==> config.mk <==
export PLATFORM = sky130hd
export DESIGN_NAME = led_animation_with_voltage_guard
export DESIGN_NICKNAME = d
export VERILOG_FILES = /design/src/lavg_pkg.sv /design/src/lavg_ctrl.sv /design/src/lavg_emit.sv /design/src/led_animation_with_voltage_guard.sv
export SDC_FILE = /design/constraint.sdc
export NUM_CORES = 1
export LEC_CHECK = 0
export ABC_AREA = 1
export BUFFER_PORTS_ARGS = -buffer_cell sky130_fd_sc_hd__buf_2
export CAP_MARGIN = 20
export CORE_AREA = 2 2 160 162
export CTS_CLUSTER_SIZE = 25
export DETAILED_ROUTE_END_ITERATION = 16
export DIE_AREA = 0 0 162 164
export PLACE_DENSITY = 0.44
export SLEW_MARGIN = 10
export SYNTH_ARGS = -nofsm -noshare
export SYNTH_HDL_FRONTEND = slang
export SYNTH_SLANG_ARGS = --single-unit
export TNS_END_PERCENT = 30
==> constraint.sdc <==
create_clock -name i_clk -period 18.2 [get_ports i_clk]
set_input_delay 4.55 -clock i_clk [delete_from_list [all_inputs] [get_ports i_clk]]
set_output_delay 4.55 -clock i_clk [all_outputs]
set_load 0.01 [all_outputs]
==> src/lavg_pkg.sv <==
// Shared types and constants for the LED animation block with supply-voltage guard.
// No dependencies; every other file imports this package.
`timescale 1ns / 1ps

package lavg_pkg;

    localparam int NUM_LEDS    = 42;
    localparam int IDX_W       = 6;
    localparam int PHASE_W     = 9;
    localparam int CNT_W       = 5;
    localparam int SAMPLE_W    = 12;
    localparam int CNT_CFG_W   = 4;
    localparam int COLOR_W     = 24;

    localparam logic [PHASE_W-1:0] STARTUP_END = PHASE_W'(256);
    localparam logic [PHASE_W-1:0] RAMP_UP_END = PHASE_W'(64);
    localparam logic [PHASE_W-1:0] RAMP_END    = PHASE_W'(319);
    localparam logic [CNT_W-1:0]   CNT_MAX     = CNT_W'(31);
    localparam logic [IDX_W-1:0]   LAST_IDX    = IDX_W'(NUM_LEDS - 1);

    localparam logic [SAMPLE_W-1:0]  RST_LOW_THR = SAMPLE_W'(650);
    localparam logic [CNT_CFG_W-1:0] RST_OFF_CNT = CNT_CFG_W'(5);
    localparam logic [CNT_CFG_W-1:0] RST_ON_CNT  = CNT_CFG_W'(10);
    localparam logic [CNT_CFG_W-1:0] RST_RETRY   = CNT_CFG_W'(4);

    localparam logic [COLOR_W-1:0] COLOR_WHITE = 24'hFF_FFFF;

    typedef enum logic [1:0] {
        CFG_LOW_THR = 2'd0,
        CFG_OFF_CNT = 2'd1,
        CFG_ON_CNT  = 2'd2,
        CFG_RETRY   = 2'd3
    } t_cfg_idx;

    typedef enum logic [1:0] {
        FR_STATUS = 2'd0,
        FR_BLACK  = 2'd1,
        FR_SWEEP  = 2'd2,
        FR_GREEN  = 2'd3
    } t_frame;

    typedef enum logic {
        REQ_TICK   = 1'b0,
        REQ_SAMPLE = 1'b1
    } t_req;

    typedef enum logic {
        KIND_PIXEL  = 1'b0,
        KIND_STATUS = 1'b1
    } t_kind;

    typedef struct packed {
        logic                req_type;
        logic [SAMPLE_W-1:0] voltage_sample;
    } t_in_item;

    typedef struct packed {
        logic               result_kind;
        logic [IDX_W-1:0]   pixel_index;
        logic [COLOR_W-1:0] pixel_color;
        logic               power_enable;
        logic               low_voltage;
        logic               last_of_run;
    } t_out_item;

    typedef struct packed {
        logic [SAMPLE_W-1:0]  low_thr;
        logic [CNT_CFG_W-1:0] off_cnt;
        logic [CNT_CFG_W-1:0] on_cnt;
        logic [CNT_CFG_W-1:0] retry;
    } t_cfg;

    // Work handed from the guard to the emitter for one accepted item
    typedef struct packed {
        logic               start;
        t_frame             frame;
        logic [PHASE_W-1:0] phase;
        logic               pwr;
        logic               lov;
    } t_job;

    typedef struct packed {
        logic power_on;
        logic under_voltage;
    } t_guard_st;

endpackage

==> src/lavg_ctrl.sv <==
// Voltage guard and animation state: updates on each accepted item and
// describes the run of results it causes. Depends on lavg_pkg.
`timescale 1ns / 1ps

module lavg_ctrl import lavg_pkg::*; (
    input  logic      i_clk,
    input  logic      i_rst_n,
    input  logic      i_take,
    input  t_in_item  i_item,
    input  t_cfg      i_cfg,
    output t_job      o_job,
    output t_guard_st o_st
);

    logic               r_mode;
    logic [PHASE_W-1:0] r_phase;
    logic               r_power_on;
    logic               r_under_v;
    logic [CNT_W-1:0]   r_cnt;

    logic               n_mode;
    logic [PHASE_W-1:0] n_phase;
    logic               n_power_on;
    logic               n_under_v;
    logic [CNT_W-1:0]   n_cnt;

    logic [CNT_W-1:0]   cnt_inc;
    logic [PHASE_W-1:0] phase_inc;

    assign cnt_inc   = (r_cnt < CNT_MAX) ? r_cnt + CNT_W'(1) : r_cnt;
    assign phase_inc = r_phase + PHASE_W'(1);

    always_comb begin
        n_mode     = r_mode;
        n_phase    = r_phase;
        n_power_on = r_power_on;
        n_under_v  = r_under_v;
        n_cnt      = r_cnt;
        o_job      = '{start: 1'b0, frame: FR_STATUS, phase: '0, pwr: 1'b0, lov: 1'b0};

        if (i_item.req_type == REQ_SAMPLE) begin
            if (i_item.voltage_sample < i_cfg.low_thr) begin
                n_under_v = 1'b1;
                n_mode    = 1'b0;
                n_phase   = '0;
                priority if (r_power_on && (cnt_inc > CNT_W'(i_cfg.off_cnt))) begin
                    n_power_on = 1'b0;
                    n_cnt      = '0;
                end else if (!r_power_on && (cnt_inc > CNT_W'(i_cfg.on_cnt))) begin
                    n_power_on = 1'b1;
                    n_cnt      = CNT_W'(i_cfg.retry);
                end else begin
                    n_cnt = cnt_inc;
                end
            end else begin
                n_under_v  = 1'b0;
                n_power_on = 1'b1;
                n_cnt      = '0;
            end
            o_job.start = 1'b1;
            o_job.frame = FR_STATUS;
            o_job.pwr   = n_power_on;
            o_job.lov   = n_under_v;
        end else if (r_power_on) begin
            priority if (r_under_v) begin
                o_job.start = 1'b1;
                o_job.frame = FR_BLACK;
            end else if (!r_mode) begin
                // Reaching the end of the sweep switches to running and shows nothing
                if (phase_inc >= STARTUP_END) begin
                    n_phase = '0;
                    n_mode  = 1'b1;
                end else begin
                    n_phase     = phase_inc;
                    o_job.start = 1'b1;
                    o_job.frame = FR_SWEEP;
                    o_job.phase = phase_inc;
                end
            end else begin
                n_phase     = (phase_inc >= RAMP_END) ? '0 : phase_inc;
                o_job.start = 1'b1;
                o_job.frame = FR_GREEN;
                o_job.phase = n_phase;
            end
        end
    end

    always_ff @(posedge i_clk) begin
        if (!i_rst_n) begin
            r_mode     <= 1'b0;
            r_phase    <= '0;
            r_power_on <= 1'b0;
            r_under_v  <= 1'b0;
            r_cnt      <= '0;
        end else if (i_take) begin
            r_mode     <= n_mode;
            r_phase    <= n_phase;
            r_power_on <= n_power_on;
            r_under_v  <= n_under_v;
            r_cnt      <= n_cnt;
        end
    end

    assign o_st = '{power_on: r_power_on, under_voltage: r_under_v};

endmodule

==> src/lavg_emit.sv <==
// Result emitter: walks the LEDs of one frame (or sends one status result)
// into a registered output stage. Depends on lavg_pkg.
`timescale 1ns / 1ps

module lavg_emit import lavg_pkg::*; (
    input  logic      i_clk,
    input  logic      i_rst_n,
    input  logic      i_load,
    input  t_job      i_job,
    input  logic      i_stall,
    output logic      o_ready,
    output logic      o_valid,
    output t_out_item o_data
);

    logic             r_busy;
    t_job             r_job;
    logic [IDX_W-1:0] r_idx;
    logic             r_out_valid;
    t_out_item        r_out;

    logic             adv;
    logic             last_now;
    t_out_item        res;

    logic [PHASE_W-1:0] idx_ext;
    logic [PHASE_W-1:0] lag;
    logic [7:0]         trail;
    logic [7:0]         gv;
    logic [15:0]        gsq;
    logic [16:0]        gsum;
    logic [7:0]         gq;
    logic [7:0]         green;
    logic [COLOR_W-1:0] color;

    assign adv      = !r_out_valid || !i_stall;
    assign last_now = (r_job.frame == FR_STATUS) || (r_idx == LAST_IDX);
    assign o_ready  = !r_busy || (adv && last_now);

    // Sweep trail
    assign idx_ext = PHASE_W'(r_idx);
    assign lag     = r_job.phase - idx_ext;

    always_comb begin
        priority if (lag < PHASE_W'(3)) begin
            trail = 8'hFF >> lag[1:0];
        end else if (lag >= PHASE_W'(39)) begin
            trail = 8'd1;
        end else begin
            trail = 8'(PHASE_W'(40) - lag);
        end
    end

    // Breathing ramp with squared gamma; divide by 255 via reciprocal form
    always_comb begin
        if (r_job.phase < RAMP_UP_END) begin
            gv = {r_job.phase[5:0], 2'b11};
        end else if (r_job.phase < RAMP_END) begin
            gv = 8'(RAMP_END - r_job.phase);
        end else begin
            gv = 8'd0;
        end
    end

    assign gsq   = 16'(gv) * 16'(gv);
    assign gsum  = 17'(gsq) + 17'(gsq >> 8) + 17'd1;
    assign gq    = gsum[15:8];
    assign green = (gq == 8'd0) ? 8'd1 : gq;

    always_comb begin
        unique case (r_job.frame)
            FR_SWEEP: begin
                if (idx_ext == r_job.phase) begin
                    color = COLOR_WHITE;
                end else if (idx_ext < r_job.phase) begin
                    color = {trail, trail, trail};
                end else begin
                    color = '0;
                end
            end
            FR_GREEN: color = {8'd0, green, 8'd0};
            default:  color = '0;
        endcase
    end

    always_comb begin
        if (r_job.frame == FR_STATUS) begin
            res = '{result_kind: KIND_STATUS, pixel_index: '0, pixel_color: '0,
                    power_enable: r_job.pwr, low_voltage: r_job.lov, last_of_run: 1'b1};
        end else begin
            res = '{result_kind: KIND_PIXEL, pixel_index: r_idx, pixel_color: color,
                    power_enable: 1'b0, low_voltage: 1'b0, last_of_run: last_now};
        end
    end

    always_ff @(posedge i_clk) begin
        if (!i_rst_n) begin
            r_busy      <= 1'b0;
            r_out_valid <= 1'b0;
            r_idx       <= '0;
        end else begin
            if (adv) begin
                r_out_valid <= r_busy;
            end
            if (r_busy && adv) begin
                if (last_now) begin
                    r_busy <= 1'b0;
                end else begin
                    r_idx <= r_idx + IDX_W'(1);
                end
            end
            // A new run takes over as the old one hands off its last result
            if (i_load) begin
                r_busy <= 1'b1;
                r_idx  <= '0;
            end
        end
    end

    always_ff @(posedge i_clk) begin
        if (i_load) begin
            r_job <= i_job;
        end
        if (r_busy && adv) begin
            r_out <= res;
        end
    end

    assign o_valid = r_out_valid;
    assign o_data  = r_out;

endmodule

==> src/led_animation_with_voltage_guard.sv <==
// Top level: LED animation with supply-voltage guard, configuration registers
// and channel handshakes. Depends on lavg_pkg, lavg_ctrl and lavg_emit.
//
//  channel  | direction | handshake                | payload
//  ---------+-----------+--------------------------+----------------------------
//  request  | in        | i_valid / o_stall        | i_data  (t_in_item)
//  result   | out       | o_valid / i_stall        | o_data  (t_out_item)
//  config   | in        | i_cfg_valid / o_cfg_ready| i_cfg_index, i_cfg_data
//
// A voltage sample gives one status result; a frame tick with power on gives
// NUM_LEDS pixel results (none at the end of the startup sweep), one per cycle
// from the emitter counter while not stalled. The next request is taken in the
// cycle the last result of the current run enters the output register.
// Output stall holds the output register and, once the emitter waits, the input.
// Synchronous active-low reset: power off, startup sweep, counters cleared.
`timescale 1ns / 1ps

module led_animation_with_voltage_guard import lavg_pkg::*; (
    input  logic                 i_clk,
    input  logic                 i_rst_n,
    input  logic                 i_valid,
    output logic                 o_stall,
    input  t_in_item             i_data,
    output logic                 o_valid,
    input  logic                 i_stall,
    output t_out_item            o_data,
    input  logic                 i_cfg_valid,
    output logic                 o_cfg_ready,
    input  t_cfg_idx             i_cfg_index,
    input  logic [SAMPLE_W-1:0]  i_cfg_data
);

    t_cfg      r_cfg;
    t_job      job;
    t_guard_st guard_st;
    logic      emit_ready;
    logic      take;

    assign o_cfg_ready = 1'b1;
    assign o_stall     = !emit_ready;
    assign take        = i_valid && emit_ready;

    always_ff @(posedge i_clk) begin
        if (!i_rst_n) begin
            r_cfg <= '{low_thr: RST_LOW_THR, off_cnt: RST_OFF_CNT,
                       on_cnt: RST_ON_CNT, retry: RST_RETRY};
        end else if (i_cfg_valid && o_cfg_ready) begin
            unique case (i_cfg_index)
                CFG_LOW_THR: r_cfg.low_thr <= i_cfg_data;
                CFG_OFF_CNT: r_cfg.off_cnt <= i_cfg_data[CNT_CFG_W-1:0];
                CFG_ON_CNT:  r_cfg.on_cnt  <= i_cfg_data[CNT_CFG_W-1:0];
                CFG_RETRY:   r_cfg.retry   <= i_cfg_data[CNT_CFG_W-1:0];
                default:     r_cfg         <= r_cfg;
            endcase
        end
    end

    lavg_ctrl u_ctrl (
        .i_clk   (i_clk),
        .i_rst_n (i_rst_n),
        .i_take  (take),
        .i_item  (i_data),
        .i_cfg   (r_cfg),
        .o_job   (job),
        .o_st    (guard_st)
    );

    lavg_emit u_emit (
        .i_clk   (i_clk),
        .i_rst_n (i_rst_n),
        .i_load  (take && job.start),
        .i_job   (job),
        .i_stall (i_stall),
        .o_ready (emit_ready),
        .o_valid (o_valid),
        .o_data  (o_data)
    );

    a_status_last: assert property (@(posedge i_clk) disable iff (!i_rst_n)
        o_valid && o_data.result_kind == KIND_STATUS |-> o_data.last_of_run)
        else $error("status result not marked last");

    a_pixel_last_idx: assert property (@(posedge i_clk) disable iff (!i_rst_n)
        o_valid && o_data.result_kind == KIND_PIXEL && o_data.last_of_run
        |-> o_data.pixel_index == LAST_IDX)
        else $error("pixel run ended at wrong index");

    a_power_by_sample: assert property (@(posedge i_clk) disable iff (!i_rst_n)
        $rose(guard_st.power_on) |-> $past(take && i_data.req_type == REQ_SAMPLE))
        else $error("power enabled without a voltage sample");

    a_low_v_power: assert property (@(posedge i_clk) disable iff (!i_rst_n)
        $rose(guard_st.under_voltage) |-> $past(take && i_data.req_type == REQ_SAMPLE))
        else $error("low voltage set without a voltage sample");

endmodule
**After elaboration in Yosys (flattened, before gate mapping)**

Index checks and enable logic that the tools add are counted.
W data, S select, Z words.

- Bits in registers: 96
- Input bits: 32
- Output and inout bits: 37
- Word-level logic and storage cells: 126

- Add/subtract/negate cells: 8
- $mul: 1
- Order comparisons: 11
- Equality and inequality tests: 9
- Shifts and indexed selects: 1
- Muxes and demuxes: 39
- Bitwise operators: 3
- Reduce and logical (&&, ||, !) cells: 31

Operators by type and width:

| cell | count |
|---|---|
| $mux W9 | 8 |
| $mux W24 | 2 |
| $pmux W24 S2 | 1 |
| $mux W8 | 5 |
| $mux W12 | 3 |
| $mux W34 | 1 |
| $mux W5 | 4 |
| $ge A9 B9 Y1 const B | 2 |
| $add A16 B1 Y16 const B | 1 |
| $add A16 B8 Y16 | 1 |
| $mul A8 B8 Y16 | 1 |
| $sub A6 B8 Y8 const A | 2 |
| $reduce_and A2 Y1 | 7 |
| $mux W1 | 13 |
| $lt A12 B12 Y1 | 1 |
| $gt A5 B4 Y1 | 2 |
| $add A9 B1 Y9 const B | 1 |
| $eq A6 B9 Y1 | 1 |
| $ge A9 B6 Y1 const B | 1 |
| $lt A6 B9 Y1 | 1 |
| $lt A9 B2 Y1 const B | 1 |
| $lt A9 B7 Y1 const B | 1 |
| $lt A9 B9 Y1 const B | 1 |
| $sub A9 B6 Y9 | 1 |
| other kinds (20) | 41 |

**Longest topological paths before layout**

- Depth in word-level cells: 10
- Depth in mapped cells: 40
- Gate-level depth less buffers: 40

**Hierarchy**

Synthesis repeated with hierarchy kept, for this count alone.

- Cell total of the unflattened synthesis: 1184
- Area total of the unflattened synthesis: 7946.4 sq um

Modules (own cells, without submodules):

| module | times used | cells each | area an instance (sq um) | sequential area each (sq um) |
|---|---|---|---|---|
| lavg_emit | 1 | 699 | 5024.8 | 1331.3 |
| lavg_ctrl | 1 | 338 | 1909.3 | 340.3 |
| led_animation_with_voltage_guard | 1 | 147 | 1012.2 | 480.5 |

**Least setup slack after synthesis**

OpenSTA, ideal clock, no wires.

- Path kind: input to output
- Start point: input port i_stall
- End point: output port o_stall
- Arrival: 4.885 ns
- Data required time: 13.650 ns
- Slack: 8.765 ns
- Stages: 2
- Buffers on the path: 0
- Cell sequence: nand2_1 > a21oi_1

- Cells in the longest elaborated chain, start to end: 5

RTL lines:

| what | line | RTL |
|---|---|---|
| from (decl) | led_animation_with_voltage_guard.sv:25 | `input logic i_stall,` |
| $logic_not A1 Y1 | lavg_emit.sv:36 | `assign adv = !r_out_valid \|\| !i_stall;` |
| $logic_or A1 B1 Y1 | lavg_emit.sv:36 |  |
| $logic_and A1 B1 Y1 | lavg_emit.sv:38 | `assign o_ready = !r_busy \|\| (adv && last_now);` |
| $logic_or A1 B1 Y1 | lavg_emit.sv:38 |  |
| $logic_not A1 Y1 | led_animation_with_voltage_guard.sv:40 | `assign o_stall = !emit_ready;` |
| to (decl) | led_animation_with_voltage_guard.sv:22 | `output logic o_stall,` |

No other way between the ends.

**Worst setup path after layout**

Same ends and word-level chain as after synthesis.

==> impl_metrics.tcl <==
set metrics [dict create \
    die_w_microns 162 \
    synthToLayoutAreaGrowth_pct 12.8 \
    max_cap_violations 0 \
    path_max_fanout 3 \
    synth_commonest_cells "217 x nand2_1, 203 x inv_1, 93 x nor2_1" \
    grt_overflow 0 \
    ys_ff_latch 88 \
    yosysWarnings 0 \
    p_leak_nw 4.23 \
    path_delay_family "buffers and inverters" \
    dieArea_sq_um 26600 \
    synth_most_common_cell "nand2_1" \
    die_h_microns 164 \
    slowest_delay_ns 0.19 \
    syn_inst 1006 \
    arrival_ns 5.05 \
    seq_area_frac_synth 0.294 \
    p_sw_frac 0.485 \
    cp-start-kind "input pin" \
    num_rows 58 \
    grt_pass1_vias 5941 \
    ctsHtreeMaxLevel 3 \
    drc 0 \
    grtUsageTotal 0.132 \
    cp_cell_sequence "buf_2 -> nand2_1 -> a21oi_1 -> buf_2" \
    first_iter_violations 238 \
    cts_root_buf "clkbuf_16" \
    clock-sinks 88 \
    synth_top_area_share 0.160 \
    clkPwrFrac 0.175 \
    grt_antenna_before_repair 1 \
    synth_area_leader_cell "edfxtp_1" \
    finalHoldViolCount 0 \
    clk-insertion-delay-late_ns 0.34 \
    critPathBufInv 2 \
    utilization 0.333 \
    tightest_slew_ns 0.907 \
    crit_top_cell "buf_2" \
    layout.nets 1193 \
    setup_ws_ns 8.60 \
    place_area_sq_um 7990 \
    rsz0062_at_grt "no" \
    vdd_drop_max_v 0.0000424 \
    criticalPathCategory "in -> out" \
    wirelength_mm 16.6 \
    finClkSkew_ns 0.00999 \
    crit_slowest_cell "a21oi_1" \
    critPathCaptureType "primary output" \
    ctsResizeCount 0 \
    cts_tree "done" \
    initial_core_util 0.295 \
    setup_viol 0 \
    numCtsBuffers 9 \
    vias 6084 \
    slew_viol_final 0 \
    grt_first_pass_wirelength_mm 28.6 \
    hp-class "reg -> reg" \
    gp_congestion 0.785 \
    firstDrtPassIters 4 \
    min_period_over_period 0.527 \
    internal_power_mw 0.511 \
    synth-async-reset-ratio 0 \
    drtAntennaViolNets 0 \
    port_buffers 67 \
    finalSetupTns_ns 0 \
    critPathRequiredTime_ns 13.65 \
    fmaxAchievable_mhz 104 \
    syn_area_per_cell_sq_um 7.28 \
    seq_power_share 0.228 \
    viasPerCell 4.33 \
    dp_slack_ns 8.59 \
    core-area_sq_um 24800 \
    top_level_ports 69 \
    period_minus_slack_ns 9.60 \
    ys_types 46 \
    hold_buffers 0 \
    syn_nets 1131 \
    combinationalPowerShare 0.597 \
    dp_hpwl_mm 13.8 \
    synthTopCellsByArea "edfxtp_1 16%, dfxtp_1 13%, ha_1 11%, nand2_1 11%, inv_1 10%" \
    slew_headroom 0.391 \
    synth_area_sq_um 7330 \
    grt_start_max_net_pins 38 \
    cts_setup_buffers 0 \
    synthFlopType "dfxtp_1" \
    path_clk_slew_ns 0.07 \
    power_density_nw_per_um2 120 \
    fin_area_sq_um 8260 \
    wl_per_cell_microns 11.8 \
    synth_enable_flop_cells 39 \
    status "completed" \
    p_sw_mw 0.481 \
    final_layout_size_suffix_gt1_frac 0.117 \
    cts_buffer_depth 2 \
]
[stage by stage]
stage	power, mW	hold slack, ns	instances
after global routing	1.10	0.482	1403
after CTS	1.01	0.460	1403
after detailed placement	0.829	0.451	1387
after floorplan	0.691	0.424	1006
final	0.993	0.456	1404
after global placement	0.834	0.438	1387
[layer usage]
metal  track usage  vias up  wire length [microns]
met1         0.179     2702                   8410
met5             0        -                      0
met4        0.0253        0                    121
li1              -     3314                      -
met2         0.223       60                   7600
met3        0.0215        8                    412
[logic make-up after synthesis]
group | count (synthesis) | synth area share
adders and majority gates | 93 | 0.185
xor gates and xnor gates | 27 | 0.0333
other | 1 | 0.000512
DFF | 88 | 0.294
buffers and inverters | 230 | 0.123
AOI/OAI and AO/OA | 130 | 0.0985
and+or+nand+nor | 437 | 0.266
[worst reg2reg max path: cells and delay by family, from the launching register on]
family,cells,cell delay (ns)
AOI/OAI and AO/OA,2,0.70
and+or+nand+nor,19,1.82
xor gates and xnor gates,1,0.43
DFF,1,0.41
adders and majority gates,6,2.81
buffers and inverters,8,0.88
[power groups by stage]
stage                     Combinational (mW)  Clock [mW]  Sequential [mW]
final                                  0.592       0.174            0.226
after CTS                              0.602       0.181            0.227
after global placement                 0.603           0            0.231
after global routing                   0.684       0.188            0.228
after floorplan                        0.459           0            0.232
after detailed placement               0.598           0            0.231
[cells in the final DEF, fill, tap and decap left out, types with 15 or more instances in the layout]
master      n
edfxtp_1   39
fa_1       26
xor2_1     18
nand2_1   217
nand4_1    15
buf_2      67
o21ai_0    45
a21oi_1    54
dfxtp_1    49
nor3_1     20
nand3_1    50
ha_1       67
inv_1     203
nor2_1     92
[path summary, 6_finish.rpt]
path | endpoint | start | slack, ns | depth (start not counted)
hold reg to reg | r_cfg[1] | r_cfg[1] | 0.46 | 2
setup reg to reg | u_emit.o_data[11] | u_emit.r_job[8] | 10.93 | 36
hold / removal | r_cfg[1] | r_cfg[1] | 0.46 | 2
setup / recovery | o_stall | i_stall | 8.60 | 4
[flip-flops by register name, indices dropped and copies added, names as in the netlist]
name and cells:
u_emit.r_job 13, u_emit.o_data 26, u_ctrl.r_mode 1, u_emit.o_valid 1, u_ctrl.r_phase 9, u_ctrl.r_cnt 5
u_ctrl.r_power_on 1, u_emit.r_idx 6, u_emit.r_busy 1, r_cfg 24, u_ctrl.r_under_v 1
[cell type report]
type	instances	area, sq um
Multi-Input combinational cell	688	4280
Antenna cell	1	2.50
Sequential cell	88	2150
Tap cell	330	413
Fill cell	2729	16600
Timing Repair Buffer	68	343
Clock buffer	9	225
Inverter	213	800
Clock inverter	7	51.3
(Power assumes the default switching activity.)
